<file path="config.mk">
export PLATFORM = sky130hd
export DESIGN_NAME = indexed_insert_remove_array_top_flat
export DESIGN_NICKNAME = d
export VERILOG_FILES = /design/src/sv/iira_pkg.sv /design/src/sv/iira_if.sv /design/src/sv/indexed_insert_remove_array_top.sv /design/src/sv/iira_ram.sv /design/src/sv/iira_dp.sv /design/src/sv/iira_ctrl.sv /design/src/flat_wrapper.sv
export SDC_FILE = /design/constraint.sdc
export NUM_CORES = 2
export LEC_CHECK = 0
export BUFFER_PORTS_ARGS = -buffer_cell sky130_fd_sc_hd__buf_2
export CELL_PAD_IN_SITES_DETAIL_PLACEMENT = 0
export CELL_PAD_IN_SITES_GLOBAL_PLACEMENT = 1
export CORE_MARGIN = 4
export CORE_UTILIZATION = 60
export DETAILED_ROUTE_END_ITERATION = 7
export GPL_ROUTABILITY_DRIVEN = 0
export PLACE_DENSITY = 0.84
export REMOVE_ABC_BUFFERS = 1
export SYNTH_ARGS = -nofsm -noshare
export SYNTH_HDL_FRONTEND = slang
export SYNTH_HIERARCHICAL = 1
export SYNTH_SLANG_ARGS = --single-unit
</file>
<file path="constraint.sdc">
create_clock -name i_clk -period 11.73 [get_ports i_clk]
set_clock_uncertainty 0.2 [all_clocks]
set_input_delay 2.346 -clock i_clk [delete_from_list [all_inputs] [get_ports i_clk]]
set_output_delay 2.346 -clock i_clk [all_outputs]
set_load 0.005 [all_outputs]
</file>
<file path="src/sv/iira_pkg.sv">
// Package for the indexed insert/remove array: build constants, codes and
// the command/status bundles between controller and datapath.
// No dependencies.
package iira_pkg;

    // Build-time geometry
    localparam int DEPTH     = 64;
    localparam int WORD_BITS = 32;
    localparam int ADDR_BITS = $clog2(DEPTH);
    localparam int CNT_BITS  = $clog2(DEPTH + 1);

    // Fixed field widths of the channels
    localparam int CMD_BITS    = 3;
    localparam int INDEX_BITS  = 7;
    localparam int VALUE_BITS  = 32;
    localparam int COUNT_BITS  = 7;
    localparam int STATUS_BITS = 2;

    // Width wide enough to compare an index against the fill count
    localparam int CMP_BITS = (CNT_BITS > INDEX_BITS) ? CNT_BITS : INDEX_BITS;

    // Request codes; 5 to 7 are ignored
    typedef enum logic [CMD_BITS-1:0] {
        CMD_APPEND    = 3'd0,
        CMD_INSERT    = 3'd1,
        CMD_REMOVE    = 3'd2,
        CMD_READ      = 3'd3,
        CMD_OVERWRITE = 3'd4
    } t_cmd;

    // Response status codes
    typedef enum logic [STATUS_BITS-1:0] {
        ST_OK    = 2'd0,
        ST_FULL  = 2'd1,
        ST_RANGE = 2'd2
    } t_status;

    // Controller states
    typedef enum logic [1:0] {
        FSM_IDLE,
        FSM_SHIFT,
        FSM_FILL,
        FSM_RESP
    } t_state;

    // Controller -> datapath
    typedef struct packed {
        logic take;     // accept the request beat and decode it
        logic step;     // move one element
        logic fill;     // write the inserted word into the gap
        logic respond;  // load the response register
    } t_dp_cmd;

    // Datapath -> controller
    typedef struct packed {
        logic need_shift;  // decoded request must move elements
        logic shift_last;  // current move is the final one
        logic is_insert;   // latched request is an insert
    } t_dp_stat;

endpackage

</file>
<file path="src/sv/iira_if.sv">
// Valid/ready channel interfaces for the request and response beats.
// Depends on iira_pkg.
interface iira_req_if;
    logic                                 valid;
    logic                                 ready;
    logic [iira_pkg::CMD_BITS-1:0]        cmd;
    logic [iira_pkg::INDEX_BITS-1:0]      index;
    logic signed [iira_pkg::VALUE_BITS-1:0] value;

    modport source (output valid, cmd, index, value, input ready);
    modport sink   (input valid, cmd, index, value, output ready);
endinterface

interface iira_rsp_if;
    logic                                   valid;
    logic                                   ready;
    logic signed [iira_pkg::VALUE_BITS-1:0] read_value;
    logic [iira_pkg::COUNT_BITS-1:0]        fill_count;
    logic [iira_pkg::STATUS_BITS-1:0]       status;

    modport source (output valid, read_value, fill_count, status, input ready);
    modport sink   (input valid, read_value, fill_count, status, output ready);
endinterface

</file>
<file path="src/sv/indexed_insert_remove_array_top.sv">
// Ordered array of signed words with a fill count, capacity iira_pkg::DEPTH.
// Requests append, insert, remove, read or overwrite; each gives one response
// beat with the word read, the new fill count and a status. One request is
// worked on at a time and the request channel is ready only between requests.
// The elements sit in a RAM with one write and one read port, so elements
// move one at a time: an insert below the fill count moves each element from
// the index up and then fills the gap, a remove below the top moves each
// element above the index down, and other requests move nothing. A response
// held in the output register delays the next request only while it stalls.
// No clearing pass after reset: only positions below the fill count are read.
// Depends on iira_pkg, iira_if, iira_ram, iira_dp and iira_ctrl.
module indexed_insert_remove_array_top (
    input  logic       i_clk,
    input  logic       i_rst_n,
    iira_req_if.sink   i_req,
    iira_rsp_if.source o_rsp
);

    iira_pkg::t_dp_cmd  dp_cmd;
    iira_pkg::t_dp_stat dp_stat;
    logic               in_ready;
    logic               out_valid;

    iira_ctrl u_ctrl (
        .i_clk       (i_clk),
        .i_rst_n     (i_rst_n),
        .i_in_valid  (i_req.valid),
        .i_out_ready (o_rsp.ready),
        .i_stat      (dp_stat),
        .o_in_ready  (in_ready),
        .o_out_valid (out_valid),
        .o_cmd       (dp_cmd)
    );

    iira_dp u_dp (
        .i_clk        (i_clk),
        .i_rst_n      (i_rst_n),
        .i_cmd        (dp_cmd),
        .i_req_cmd    (i_req.cmd),
        .i_req_index  (i_req.index),
        .i_req_value  (i_req.value),
        .o_stat       (dp_stat),
        .o_read_value (o_rsp.read_value),
        .o_fill_count (o_rsp.fill_count),
        .o_status     (o_rsp.status)
    );

    assign i_req.ready = in_ready;
    assign o_rsp.valid = out_valid;

endmodule

</file>
<file path="src/sv/iira_ram.sv">
// Generic simple dual-port RAM: one write port, one read port, registered
// read data. No dependencies.
module iira_ram #(
    parameter int WIDTH = 8,
    parameter int DEPTH = 16
) (
    input  logic                     i_clk,
    input  logic                     i_wr_en,
    input  logic [$clog2(DEPTH)-1:0] i_wr_addr,
    input  logic [WIDTH-1:0]         i_wr_data,
    input  logic                     i_rd_en,
    input  logic [$clog2(DEPTH)-1:0] i_rd_addr,
    output logic [WIDTH-1:0]         o_rd_data
);

    logic [WIDTH-1:0] r_mem [DEPTH];
    logic [WIDTH-1:0] r_rd_data;

    // Write port
    always_ff @(posedge i_clk) begin
        if (i_wr_en) begin
            r_mem[i_wr_addr] <= i_wr_data;
        end
    end

    // Registered read port, holds between reads
    always_ff @(posedge i_clk) begin
        if (i_rd_en) begin
            r_rd_data <= r_mem[i_rd_addr];
        end
    end

    assign o_rd_data = r_rd_data;

endmodule

</file>
<file path="src/sv/iira_dp.sv">
// Datapath: request decode, fill count, element store RAM with its shift
// pointer, and the response payload register.
// Depends on iira_pkg and iira_ram.
module iira_dp (
    input  logic                                   i_clk,
    input  logic                                   i_rst_n,
    input  iira_pkg::t_dp_cmd                      i_cmd,
    input  logic [iira_pkg::CMD_BITS-1:0]          i_req_cmd,
    input  logic [iira_pkg::INDEX_BITS-1:0]        i_req_index,
    input  logic signed [iira_pkg::VALUE_BITS-1:0] i_req_value,
    output iira_pkg::t_dp_stat                     o_stat,
    output logic signed [iira_pkg::VALUE_BITS-1:0] o_read_value,
    output logic [iira_pkg::COUNT_BITS-1:0]        o_fill_count,
    output logic [iira_pkg::STATUS_BITS-1:0]       o_status
);

    // Control state
    logic [iira_pkg::CNT_BITS-1:0]  r_count, n_count;

    // Latched request
    logic [iira_pkg::ADDR_BITS-1:0] r_src, n_src;
    logic [iira_pkg::ADDR_BITS-1:0] r_idx;
    logic [iira_pkg::WORD_BITS-1:0] r_word;
    iira_pkg::t_status              r_status;
    logic                           r_is_read;
    logic                           r_is_insert;

    // Response payload
    logic signed [iira_pkg::VALUE_BITS-1:0] r_read_value;
    logic [iira_pkg::COUNT_BITS-1:0]        r_fill_count;
    logic [iira_pkg::STATUS_BITS-1:0]       r_out_status;

    // Decode
    logic [iira_pkg::CMP_BITS-1:0]  idx_c, cnt_c, depth_c;
    logic [63:0]                    value_ext;
    logic [iira_pkg::WORD_BITS-1:0] in_word;
    logic [iira_pkg::ADDR_BITS-1:0] in_addr, cnt_addr, last_addr;
    iira_pkg::t_status              dec_status;
    logic                           dec_is_read;
    logic                           dec_shift;
    logic                           dec_wr, dec_rd;
    logic [iira_pkg::ADDR_BITS-1:0] dec_wr_addr, dec_rd_addr, dec_src;
    logic [iira_pkg::CNT_BITS-1:0]  dec_count;

    // RAM ports
    logic                           ram_wr_en, ram_rd_en;
    logic [iira_pkg::ADDR_BITS-1:0] ram_wr_addr, ram_rd_addr;
    logic [iira_pkg::WORD_BITS-1:0] ram_wr_data, ram_rd_data;
    logic [63:0]                    rd_ext;
    logic                           shift_last;

    assign idx_c     = iira_pkg::CMP_BITS'(i_req_index);
    assign cnt_c     = iira_pkg::CMP_BITS'(r_count);
    assign depth_c   = iira_pkg::CMP_BITS'(iira_pkg::DEPTH);
    assign value_ext = 64'(i_req_value);
    assign in_word   = value_ext[iira_pkg::WORD_BITS-1:0];
    assign in_addr   = iira_pkg::ADDR_BITS'(i_req_index);
    assign cnt_addr  = iira_pkg::ADDR_BITS'(r_count);
    assign last_addr = iira_pkg::ADDR_BITS'(r_count - 1'b1);

    // Decode the request against the current fill count
    always_comb begin
        dec_status  = iira_pkg::ST_OK;
        dec_is_read = 1'b0;
        dec_shift   = 1'b0;
        dec_wr      = 1'b0;
        dec_wr_addr = in_addr;
        dec_rd      = 1'b0;
        dec_rd_addr = in_addr;
        dec_src     = in_addr;
        dec_count   = r_count;
        case (i_req_cmd)
            iira_pkg::CMD_APPEND: begin
                if (cnt_c >= depth_c) begin
                    dec_status = iira_pkg::ST_FULL;
                end else begin
                    dec_wr      = 1'b1;
                    dec_wr_addr = cnt_addr;
                    dec_count   = r_count + 1'b1;
                end
            end
            iira_pkg::CMD_INSERT: begin
                if (idx_c > cnt_c) begin
                    dec_status = iira_pkg::ST_RANGE;
                end else if (cnt_c >= depth_c) begin
                    dec_status = iira_pkg::ST_FULL;
                end else if (idx_c == cnt_c) begin
                    // insert at the end: no move
                    dec_wr    = 1'b1;
                    dec_count = r_count + 1'b1;
                end else begin
                    // move top element first, count grows at the fill
                    dec_shift   = 1'b1;
                    dec_rd      = 1'b1;
                    dec_rd_addr = last_addr;
                    dec_src     = last_addr;
                end
            end
            iira_pkg::CMD_REMOVE: begin
                if (idx_c >= cnt_c) begin
                    dec_status = iira_pkg::ST_RANGE;
                end else if (idx_c == cnt_c - 1'b1) begin
                    dec_count = r_count - 1'b1;
                end else begin
                    dec_shift   = 1'b1;
                    dec_rd      = 1'b1;
                    dec_rd_addr = in_addr + 1'b1;
                    dec_src     = in_addr + 1'b1;
                end
            end
            iira_pkg::CMD_READ: begin
                if (idx_c >= cnt_c) begin
                    dec_status = iira_pkg::ST_RANGE;
                end else begin
                    dec_is_read = 1'b1;
                    dec_rd      = 1'b1;
                end
            end
            iira_pkg::CMD_OVERWRITE: begin
                if (idx_c >= cnt_c) begin
                    dec_status = iira_pkg::ST_RANGE;
                end else begin
                    dec_wr = 1'b1;
                end
            end
            default: begin
                // unknown code: ignored, status ok
            end
        endcase
    end

    // Final move: insert walks down to the target, remove up to the top
    assign shift_last = r_is_insert ? (r_src == r_idx) : (r_src == last_addr);

    // RAM port steering and next pointer/count
    always_comb begin
        ram_wr_en   = 1'b0;
        ram_wr_addr = dec_wr_addr;
        ram_wr_data = in_word;
        ram_rd_en   = 1'b0;
        ram_rd_addr = dec_rd_addr;
        n_src       = r_src;
        n_count     = r_count;
        if (i_cmd.take) begin
            ram_wr_en = dec_wr;
            ram_rd_en = dec_rd;
            n_src     = dec_src;
            n_count   = dec_count;
        end else if (i_cmd.step) begin
            ram_wr_en   = 1'b1;
            ram_wr_data = ram_rd_data;
            ram_wr_addr = r_is_insert ? r_src + 1'b1 : r_src - 1'b1;
            ram_rd_en   = !shift_last;
            ram_rd_addr = r_is_insert ? r_src - 1'b1 : r_src + 1'b1;
            n_src       = ram_rd_addr;
            if (shift_last && !r_is_insert) begin
                n_count = r_count - 1'b1;
            end
        end else if (i_cmd.fill) begin
            ram_wr_en   = 1'b1;
            ram_wr_addr = r_idx;
            ram_wr_data = r_word;
            n_count     = r_count + 1'b1;
        end
    end

    iira_ram #(
        .WIDTH (iira_pkg::WORD_BITS),
        .DEPTH (iira_pkg::DEPTH)
    ) u_store (
        .i_clk     (i_clk),
        .i_wr_en   (ram_wr_en),
        .i_wr_addr (ram_wr_addr),
        .i_wr_data (ram_wr_data),
        .i_rd_en   (ram_rd_en),
        .i_rd_addr (ram_rd_addr),
        .o_rd_data (ram_rd_data)
    );

    // Fill count
    always_ff @(posedge i_clk) begin
        if (!i_rst_n) begin
            r_count <= '0;
        end else begin
            r_count <= n_count;
        end
    end

    // Request latch and shift pointer
    always_ff @(posedge i_clk) begin
        r_src <= n_src;
        if (i_cmd.take) begin
            r_idx       <= in_addr;
            r_word      <= in_word;
            r_status    <= dec_status;
            r_is_read   <= dec_is_read;
            r_is_insert <= (i_req_cmd == iira_pkg::CMD_INSERT);
        end
    end

    // Response payload
    assign rd_ext = 64'(ram_rd_data);

    always_ff @(posedge i_clk) begin
        if (i_cmd.respond) begin
            r_read_value <= r_is_read ? rd_ext[iira_pkg::VALUE_BITS-1:0] : '0;
            r_fill_count <= iira_pkg::COUNT_BITS'(r_count);
            r_out_status <= r_status;
        end
    end

    assign o_stat.need_shift = dec_shift;
    assign o_stat.shift_last = shift_last;
    assign o_stat.is_insert  = r_is_insert;
    assign o_read_value      = r_read_value;
    assign o_fill_count      = r_fill_count;
    assign o_status          = r_out_status;

    // Checks
    a_count_bound: assert property (@(posedge i_clk) disable iff (!i_rst_n)
        r_count <= iira_pkg::CNT_BITS'(iira_pkg::DEPTH))
        else $error("fill count above capacity");

    a_count_moves_by_one: assert property (@(posedge i_clk) disable iff (!i_rst_n)
        !$past(!i_rst_n) |-> (r_count == $past(r_count)) ||
        (r_count == $past(r_count) + 1'b1) || (r_count + 1'b1 == $past(r_count)))
        else $error("fill count jumped by more than one");

    a_one_command: assert property (@(posedge i_clk) disable iff (!i_rst_n)
        $onehot0(i_cmd))
        else $error("several datapath commands at once");

endmodule

</file>
<file path="src/sv/iira_ctrl.sv">
// Controller: state machine that sequences decode, element moves, the
// insert fill and the response beat. Depends on iira_pkg.
module iira_ctrl (
    input  logic               i_clk,
    input  logic               i_rst_n,
    input  logic               i_in_valid,
    input  logic               i_out_ready,
    input  iira_pkg::t_dp_stat i_stat,
    output logic               o_in_ready,
    output logic               o_out_valid,
    output iira_pkg::t_dp_cmd  o_cmd
);

    iira_pkg::t_state r_state, n_state;
    logic             r_out_valid, n_out_valid;

    // State and response valid registers
    always_ff @(posedge i_clk) begin
        if (!i_rst_n) begin
            r_state     <= iira_pkg::FSM_IDLE;
            r_out_valid <= 1'b0;
        end else begin
            r_state     <= n_state;
            r_out_valid <= n_out_valid;
        end
    end

    // Next state and commands
    always_comb begin
        n_state     = r_state;
        n_out_valid = r_out_valid && !i_out_ready;
        o_cmd       = '0;
        o_in_ready  = 1'b0;
        case (r_state)
            iira_pkg::FSM_IDLE: begin
                o_in_ready = 1'b1;
                if (i_in_valid) begin
                    o_cmd.take = 1'b1;
                    n_state    = i_stat.need_shift ? iira_pkg::FSM_SHIFT
                                                   : iira_pkg::FSM_RESP;
                end
            end
            iira_pkg::FSM_SHIFT: begin
                o_cmd.step = 1'b1;
                if (i_stat.shift_last) begin
                    n_state = i_stat.is_insert ? iira_pkg::FSM_FILL
                                               : iira_pkg::FSM_RESP;
                end
            end
            iira_pkg::FSM_FILL: begin
                o_cmd.fill = 1'b1;
                n_state    = iira_pkg::FSM_RESP;
            end
            iira_pkg::FSM_RESP: begin
                // wait for the output register to free up
                if (!r_out_valid || i_out_ready) begin
                    o_cmd.respond = 1'b1;
                    n_out_valid   = 1'b1;
                    n_state       = iira_pkg::FSM_IDLE;
                end
            end
            default: begin
                n_state = iira_pkg::FSM_IDLE;
            end
        endcase
    end

    assign o_out_valid = r_out_valid;

    // Checks
    a_insert_fills: assert property (@(posedge i_clk) disable iff (!i_rst_n)
        (r_state == iira_pkg::FSM_SHIFT && i_stat.shift_last && i_stat.is_insert)
        |=> r_state == iira_pkg::FSM_FILL)
        else $error("insert finished moving without filling the gap");

    a_resp_loads: assert property (@(posedge i_clk) disable iff (!i_rst_n)
        (r_state == iira_pkg::FSM_RESP && !r_out_valid) |=> r_out_valid)
        else $error("response not presented with free output register");

endmodule
</file>
<file path="src/flat_wrapper.sv">
// flat-port wrapper written by rule: the top's interface ports become plain ports
module indexed_insert_remove_array_top_flat 
  (i_clk, i_rst_n, i_req_valid, i_req_cmd, i_req_index, i_req_value, i_req_ready, o_rsp_valid, o_rsp_read_value, o_rsp_fill_count, o_rsp_status, o_rsp_ready);
  iira_req_if i_req_i ();
  iira_rsp_if o_rsp_i ();
  input  logic i_clk;
  input  logic i_rst_n;
  input wire logic [$bits(i_req_i.valid)-1:0] i_req_valid;
  input wire logic [$bits(i_req_i.cmd)-1:0] i_req_cmd;
  input wire logic [$bits(i_req_i.index)-1:0] i_req_index;
  input wire logic [$bits(i_req_i.value)-1:0] i_req_value;
  output wire logic [$bits(i_req_i.ready)-1:0] i_req_ready;
  output wire logic [$bits(o_rsp_i.valid)-1:0] o_rsp_valid;
  output wire logic [$bits(o_rsp_i.read_value)-1:0] o_rsp_read_value;
  output wire logic [$bits(o_rsp_i.fill_count)-1:0] o_rsp_fill_count;
  output wire logic [$bits(o_rsp_i.status)-1:0] o_rsp_status;
  input wire logic [$bits(o_rsp_i.ready)-1:0] o_rsp_ready;
  assign i_req_i.valid = i_req_valid;
  assign i_req_i.cmd = i_req_cmd;
  assign i_req_i.index = i_req_index;
  assign i_req_i.value = i_req_value;
  assign i_req_ready = i_req_i.ready;
  assign o_rsp_valid = o_rsp_i.valid;
  assign o_rsp_read_value = o_rsp_i.read_value;
  assign o_rsp_fill_count = o_rsp_i.fill_count;
  assign o_rsp_status = o_rsp_i.status;
  assign o_rsp_i.ready = o_rsp_ready;
  indexed_insert_remove_array_top u_core (.i_clk(i_clk), .i_rst_n(i_rst_n), .i_req(i_req_i), .o_rsp(o_rsp_i));
endmodule
</file>
==> impl_metrics.csv <==
group,metric,value,unit
run_status,status,"finished with violations",
run_status,violations,"capacitance limit, slew limit",
power_and_ir_drop,p_seq_share,41.9,%
detailed_routing,vias_per_cell,7.06,
layout,final_common_cell,"edfxtp_1",
clock_network,holdBufCountCts,0,
yosys,syn_area_per_cell,21.4,um2
detailed_routing,wire_per_inst,36.5,um
yosys,synth_seq_cells,2179,
yosys,seq_area_frac_synth,76.9,%
yosys,synthArstFlopShare,0,%
global_route,grt_use_total,31.3,%
sta,rsz0062_at_grt,"no",
setup_path,crit_path_max_fanout,96,
sta,fin_crit_sh,67.4,%
clock_network,h-tree-depth,4,
setup_path,critPathCaptureType,"register",
detailed_routing,wirelength,227000,um
detailed_routing,route.detailed.drc,0,
global_route,antenna_found_initial,12,
setup_path,slowest_stage,"a311oi_1",
sta,finalSetupViolations,0,
sta,relSlewSlack,-8.33,%
clock_network,post_cts_resized,0,
clock_network,cts_tree,"yes",
yosys,synthCells,3962,
power_and_ir_drop,vdd_ir_drop_max,0.275,mV
clock_network,clkSlewWorstSetupHoldPaths,0.06,ns
power_and_ir_drop,netSwitchingPower,9.19,mW
layout,utilization,67.9,%
layout,mostFrequentLayoutCells,"edfxtp_1 (2169), mux4_2 (544), clkbuf_16 (201)",
detailed_routing,postRouteAntennaNets,0,
clock_network,clockBufferDepth,3,
floorplan,chipWidth,384,um
layout,nFillCells,8303,
detailed_routing,vias,43800,
detailed_routing,drt_iter0_markers,7022,
yosys,syn-cell-area,85000,um2
yosys,synth-main-ff-cell,"edfxtp_1",
clock_network,cts_sinks,2179,
layout,stdcell_count,6208,
setup_path,worstPathRequired,12.06,ns
setup_path,crit_top_cell,"buf_12",
global_route,grt_first_pass_wirelength,323000,um
floorplan,die-area,148000,um2
setup_path,worstPathCellList,"buf_2, inv_1, ha_1, nand2b_1, a211o_1, a21oi_2, and3_1, a31o_2, o22ai_1, o21ai_4, buf_12, buf_12, mux4_2, mux2i_1, nor2_1, a311oi_1, nor3_1",
place,hpwlAfterDp,118000,um
sta,finalHoldViolations,0,
sta,worstMarginPinSlew,1.62,ns
setup_path,critPathKind,"input port to register",
layout,nNetsFinal,4232,
yosys,synth_top_area_share,76.7,%
floorplan,rows,137,
power_and_ir_drop,combPwrFrac,34.2,%
floorplan,coreArea,140000,um2
layout,drive_above_1_share,27.3,%
setup_path,path_delay_family,"compound AO/OA/AOI/OAI gates",
power_and_ir_drop,power_frac_clock,23.9,%
yosys,synth_warnings,6,
setup_path,cp_data_arrival_time,8.24,ns
yosys,synthTopCellsByArea,"edfxtp_1 (77%), mux4_2 (14%), mux2i_1 (1.4%)",
setup_path,rrSetupSlack,4.79,ns
yosys,synth_edf_count,2169,
floorplan,dieHeight,384,um
power_and_ir_drop,switching_share,34.8,%
global_route,grt_pass1_vias,43400,
setup_path,cpPeakStageDelay,1.03,ns
global_route,grt_max_degree,151,
place,dpl_cell_area,88800,um2
layout,design_area,95100,um2
sta,period_minus_slack,7.91,ns
global_route,grt_overflow,0,
place,io_buffers,88,
setup_path,critPathBufInv,4,
clock_network,cts-root-buf,"clkbuf_16",
sta,layout_setup_ws,3.82,ns
worst_hold_path,min_path_type,"register to register",
sta,fin_tns_setup,0,ns
power_and_ir_drop,leakagePower,29.7,nW
clock_network,clk_latency,0.84,ns
layout,area_delta_synth_final,11.9,%
place,dp.cells,5842,
job,maxCapViolations,1,
place,dp_slack,3.12,ns
clock_network,postCtsSetupBuffers,0,
power_and_ir_drop,p_per_area,278,nW/um2
setup_path,cp-start-kind,"input port",
sta,fmax,126,MHz
floorplan,initial_utilization,60.7,%
floorplan,io_pins,89,
detailed_routing,first_pass_iters,8,
yosys,yosysTopAreaCell,"edfxtp_1",
power_and_ir_drop,p_int,17.2,mW
yosys,yosysUniqueCellTypes,70,
clock_network,numCtsBuffers,201,
sta,maxSlewViolCount,3,
==> cell usage after synthesis, types with 12 or more instances <==
cell type,instances
inv_1,18
xnor2_1,17
buf_1,30
buf_2,65
a21oi_1,105
clkbuf_1,100
o221ai_1,35
o22ai_1,125
nand3_1,15
edfxtp_1,2169
nand2_1,106
nor3_1,12
nor2_1,190
mux2i_1,116
and2_1,36
a22oi_1,13
mux4_2,544
nor2b_1,21
nand2b_1,12
ha_1,17
buf_4,28
o21ai_0,49
==> worst paths after layout <==
kind | start | endpoint | cells past startpoint
max | i_req_index[0] | u_core/u_dp/u_store/o_rd_data[20]$_DFFE_PP_ | 17
max reg2reg | u_core/u_dp/cnt_c[0]$_SDFFE_PN0P_ | u_core/u_dp/u_store/o_rd_data[4]$_DFFE_PP_ | 17
min | u_core/u_dp/r_status[1]$_DFFE_PP_ | u_core/u_dp/o_status[1]$_DFFE_PP_ | 0
min reg2reg | u_core/u_dp/r_status[1]$_DFFE_PP_ | u_core/u_dp/o_status[1]$_DFFE_PP_ | 0
==> area by class of cell <==
cell class	count	area [um2]	area share [%]
inverter	20	76.3	0.0803
multi-input combinational	1533	19400	20.4
clock inverter	117	1080	1.14
tap	1876	2350	2.47
timing repair buffer	234	1660	1.75
antenna	4	10.0	0.0105
sequential	2179	65300	68.7
clock buffer	245	5190	5.46
==> power groups by stage <==
| stage | logic (mW) | clock network [mW] | registers [mW] |
|---|---|---|---|
| 6_report | 9.04 | 6.31 | 11.1 |
| 5_1_grt | 9.45 | 6.73 | 11.1 |
| 4_1_cts | 8.92 | 6.36 | 11.1 |
| 3_5_place_dp | 8.84 | 0 | 11.2 |
| 3_3_place_gp | 8.63 | 0 | 11.2 |
| 2_1_floorplan | 8.18 | 0 | 11.2 |
==> through the flow <==
step                      total power [mW]  hold WS [ns]
after floorplan                       19.4         0.200
after global placement                19.8         0.203
after detailed placement              20.1         0.207
after CTS                             26.3         0.223
after global routing                  27.3         0.245
final                                 26.4         0.225
==> metal layers <==
layer	GRT usage (%)	vias up	wire length (um)
li1	-	17000	-
met1	43.3	22800	77600
met2	47.6	3538	107000
met3	8.49	496	30800
met4	13.9	10	11400
met5	0	-	77
==> registers in the layout (all words and copies together), names as in the netlist <==
register                       count
u_core/u_dp/u_store/r_mem       2048
u_core/u_dp/o_read_value          32
u_core/u_dp/r_is_read              1
u_core/u_dp/r_src                  6
u_core/u_dp/r_word                32
u_core/u_dp/r_is_insert            1
u_core/u_ctrl/r_state              2
u_core/u_dp/o_fill_count           7
u_core/u_dp/u_store/o_rd_data     32
u_core/u_dp/r_idx                  6
u_core/u_dp/r_status               2
u_core/u_dp/o_status               2
u_core/u_ctrl/o_out_valid          1
u_core/u_dp/cnt_c                  7
==> worst reg2reg max path, cell delays in order, from the launching register on <==
cell and delay, ns:
dfxtp_1 0.68, inv_1 0.17, ha_1 0.29, xor2_1 0.47, xnor2_1 0.18, and3_1 0.22
nand4_4 0.18, nand2_1 0.13, mux2i_1 0.37, o221ai_4 0.22, buf_12 0.28, buf_12 0.35
nor2_1 0.78, buf_4 0.40, a22oi_1 0.13, and3_1 0.21, o32ai_1 1.27, nor3_1 0.09
==> kinds of logic after synthesis <==
family                     share of synthesized area (%)
AOI/OAI and AO/OA                                   2.75
xor gates and xnor gates                           0.315
adders and majority gates                          0.250
buffers and inverters                               1.39
DFF                                                 76.9
muxes                                               15.8
and+or+nand+nor                                     2.56
No activity file was read; power rests on OpenSTA's default activity.
